$ cat config.mk
export PLATFORM = sky130hd
export DESIGN_NAME = mma_ram
export DESIGN_NICKNAME = d
export VERILOG_FILES = /design/src/design/mma_ram.sv
export SDC_FILE = /design/constraint.sdc
export NUM_CORES = 1
export LEC_CHECK = 0
export ABC_CLOCK_PERIOD_IN_PS = 2700
export BUFFER_PORTS_ARGS = -buffer_cell sky130_fd_sc_hd__buf_2
export CAP_MARGIN = 20
export CELL_PAD_IN_SITES_DETAIL_PLACEMENT = 0
export CELL_PAD_IN_SITES_GLOBAL_PLACEMENT = 1
export CORE_ASPECT_RATIO = 0.6
export CORE_MARGIN = 10
export CORE_UTILIZATION = 40
export CTS_CLUSTER_DIAMETER = 120
export CTS_CLUSTER_SIZE = 24
export DETAILED_ROUTE_END_ITERATION = 12
export HOLD_SLACK_MARGIN = 0.03
export PLACE_DENSITY_LB_ADDON = 0.12
export SLEW_MARGIN = 10
export SYNTH_ARGS = -nofsm -noshare
export SYNTH_HDL_FRONTEND = slang
export SYNTH_SLANG_ARGS = --single-unit
$ cat constraint.sdc
create_clock -name aclk -period 2.7 [get_ports aclk]
set_input_delay 0.135 -clock aclk [delete_from_list [all_inputs] [get_ports aclk]]
set_output_delay 0.135 -clock aclk [all_outputs]
set_load 0.02 [all_outputs]
$ cat src/design/mma_ram.sv
// Generic simple dual-port RAM with registered, read-first output.
`timescale 1ns / 1ps

module mma_ram #(
    parameter int WIDTH = 8,
    parameter int DEPTH = 16
) (
    input  logic                     aclk,
    input  logic                     wr_en,
    input  logic [$clog2(DEPTH)-1:0] wr_addr,
    input  logic [WIDTH-1:0]         wr_data,
    input  logic                     rd_en,
    input  logic [$clog2(DEPTH)-1:0] rd_addr,
    output logic [WIDTH-1:0]         rd_data
);

    logic [WIDTH-1:0] mem [DEPTH];

    // Write, and read the old contents on a same-address collision
    always_ff @(posedge aclk) begin
        if (wr_en) begin
            mem[wr_addr] <= wr_data;
        end
        if (rd_en) begin
            rd_data <= mem[rd_addr];
        end
    end

endmodule

* After elaboration in Yosys (flattened, before gate mapping)
Memories as Yosys holds them, arrays and structs flattened. A register that Yosys moved wholly into a read port is not among the register bits.
Cells that the tools add are included.
W data, S select, Z words.
** Word-level totals
- Bits in registers :: 0
- Latch bits :: 0
- RAM bits :: 128
- Bits in read-only memories :: 0
- Bits of input ports :: 19
- Output and inout bits :: 8
- Word-level logic and storage cells :: 3
- Memories :: 1
** Cells by class
- Add/sub/neg operators :: 0
- Multiply operators :: 0
- Divide/modulo/power cells :: 0
- $lt $le $gt $ge :: 0
- Equality and inequality tests :: 0
- Shifts and indexed selects :: 0
- Multiplexer cells :: 2
- Bitwise gates (word level) :: 0
- Reduce and logical (&&, ||, !) cells :: 0
** Memory list
- mem :: depth 16, bits a word 8, rd ports 1, clocked after Yosys merged registers in 1, write ports 1, line 17 : logic [WIDTH-1:0] mem [DEPTH];
** Operators with widths (count)
- $mux W1 :: 2

* Longest topological paths before layout
- Word-level depth :: 2
- Mapped depth :: 5
- Mapped depth without buffers :: 3

* Least setup slack after synthesis
No wires, ideal clock.
- Kind :: input to register
- From :: input port wr_addr[2]
- To :: memory mem[0][0] (enable)
- Setup time :: 0.383 ns
- Arrival time :: 1.245 ns
- Required time :: 2.317 ns
- Slack :: 1.072 ns
- Stages :: 2
- Buffers on the path :: 0
- Cells stage by stage :: or3b_2 -> nor3_1
** RTL lines
- start, declared :: line 10 : input logic [$clog2(DEPTH)-1:0] wr_addr,
- end, declared :: line 17
No word-level cell before the write port.

==> impl_results.md <==
- Status: completed
- Synth Instances: 229
- Worst Path Class, Setup: reg2reg
- Post-DR vias/cell: 5.37
- Synth area leaders: edfxtp_1, mux4_2, mux4_1
- Setup Viol. Count Final: 0
- Initial DRT Pass Iterations: 6
- CORE AREA: 12,800 um^2
- Final period util: 0.571
- Routed WL: 11,600 um
- Post-CTS Hold Fix Bufs: 0
- Setup crit start kind: register
- Post-layout min period: 1.54 ns
- CTS buffer count: 17
- Worst slew pin tran: 0.876 ns
- N_diodes: 0
- Via Count: 2,492
- Fill count: 1,065
- Unrepaired setup endpoints after global routing: false
- Commonest non-fill, non-tap cell in the layout: edfxtp_1
- Most frequent cells in the layout: edfxtp_1, buf_2, mux4_2, clkbuf_16
- Largest net degree at the start of global routing: 33
- Final Hold Fails: 0
- Share of cells above drive strength 1: 0.310
- Total GRT Usage: 0.134
- Total power: 4.89 mW
- Fmax: 0.649 GHz
- Seq/Total Area, Yosys: 0.781
- GP Congestion: 0.754
- Yosys top cell area share: 0.781
- Pwr dens: 788 nW/um^2
- Die ar.: 18,200 um^2
- Seq cells post-synth: 136
- CP Cell Sequence: mux4_1, a22oi_1, nand2_1
- Global route overflow: 0
- Post-synthesis cell type count: 18
- TritonCTS clock tree: done
- Crit-path max FO: 1
- WP data required: 2.85 ns
- Initial core utilization: 0.408
- Final max-slew violation count: 0
- CTS Sinks: 136
- Final #Nets: 300
- Fin Setup TNS: 0 ns
- Clock slew seen by the registers of the worst setup and hold paths: 0.06 ns
- Ports: 27
- Final WS setup: 1.16 ns
- DP HPWL: 7540 um
- VDD IR max: 432 uV
- Vias in the first global route: 2,540
- Dpl ws: 0.869 ns
- DRT antenna net count: 0
- Slew margin rel.: 0.414
- DRC violations left: 0
- Post-Syn Area: 5230 um^2
- DR iter-0 viols: 218
- Leak pwr: 2.08 nW
- # rows: 32
- Syn_area_per_cell: 22.8 um^2
- Die width: 168 um
- Crit-path max cell delay: 0.56 ns
- CTS resizes: 0
- Layout Area Growth over Synthesis: 18.8%
- IO Port Bufs: 26
- FF-to-FF setup slack: 1.16 ns
- DIE HEIGHT: 109 um
- Global-route wire length before repair: 17,400 um
- Max cap viols: 0
- Synth warn: 0
- Layout Skew: 0.0119 ns
- Synth Net Count: 248
- Element type at the critical path end: register
- Critical Path AT: 1.69 ns
- Slowest cell on the critical path: mux4_1
- Worst min path class: in2reg
- Max Root-Sink Buffers: 2
- Post-CTS Setup Repair Bufs: 0
- Latest clock arrival within the worst-skew pair: 0.41 ns
- H-tree depth: 4
- Clock root cell: clkbuf_16
- Post-DR wirelength/cell: 25.0 um
- Yosys top cell by area: edfxtp_1
- Initial antenna violation count: 0
cell families (layout without fill, tap and decap cells):
logic type             count (synthesis)  in the layout  synth area share
AO/OA/AOI/OAI                         16             16            0.0230
AND/OR/NAND/NOR                       35             35            0.0314
multiplexers                          32             32             0.148
flip-flops                           136            136             0.781
buffers and inverters                 10             75            0.0165
registers in the layout, indices dropped and copies added (netlist names):
name / flops
rd_data: 8
mem: 128
worst max-delay path: cells and delay by family, from the launching register on:
| kind | cells | cell delay [ns] |
|---|---|---|
| AND/OR/NAND/NOR | 1 | 0.08 |
| AO/OA/AOI/OAI | 1 | 0.28 |
| multiplexers | 1 | 0.56 |
| flip-flops | 1 | 0.36 |
cell type report:
type                    instances  area, um^2  area share
clock buffers                  17         425      0.0685
clock inverters                15         160      0.0258
multi-input cells              83        1060       0.170
flip-flops and latches        136        4080       0.658
well taps                     170         213      0.0343
repair buffers                 43         270      0.0435
metrics by stage:
| step | cells | hold WS, ns | utilization | area [um^2] |
|---|---|---|---|---|
| detailed placement | 432 | 0.545 | 0.439 | 5620 |
| global placement | 432 | 0.545 | 0.439 | 5620 |
| floorplan | 229 | 0.234 | - | 5230 |
| global route | 464 | 0.124 | 0.485 | 6210 |
| finish | 464 | 0.128 | 0.485 | 6210 |
| CTS | 464 | 0.115 | 0.485 | 6210 |
metal layers:
layer | routed length, um | global-route usage | vias up
li1 | - | - | 1085
met1 | 5880 | 0.207 | 1300
met3 | 958 | 0.0424 | 7
met4 | 86 | 0.0427 | 0
met2 | 4670 | 0.171 | 100
met5 | 0 | 0 | -
power by group:
part / internal [mW] / switching, mW / leakage [nW]
logic: 0.0907 / 0.147 / 0.568
clock network: 1.43 / 0.827 / 0.277
registers: 2.38 / 0.0145 / 1.24
total: 3.90 / 0.989 / 2.08
path summary, 6_finish.rpt:
path              cells past startpoint        from         end
hold reg to reg                       3   mem[4][0]  rd_data[0]
hold / removal                        1  wr_data[6]   mem[2][6]
setup / recovery                      3  mem[10][1]  rd_data[1]
setup reg to reg                      3  mem[10][1]  rd_data[1]
synth_stat cells:
library cell and count:
edfxtp_1 136, nand2b_1 2, nor2b_1 1, mux4_2 18, and2_1 1, nor3_1 4
and2b_1 1, nand3b_1 2, nand3_1 1, nand2_1 9, clkdlybuf4s25_2 3, nor2_1 13
or3b_2 1, buf_6 3, mux4_1 14, buf_2 3, buf_4 1, a22oi_1 16
Note: power is estimated with default switching activity, not from simulation.
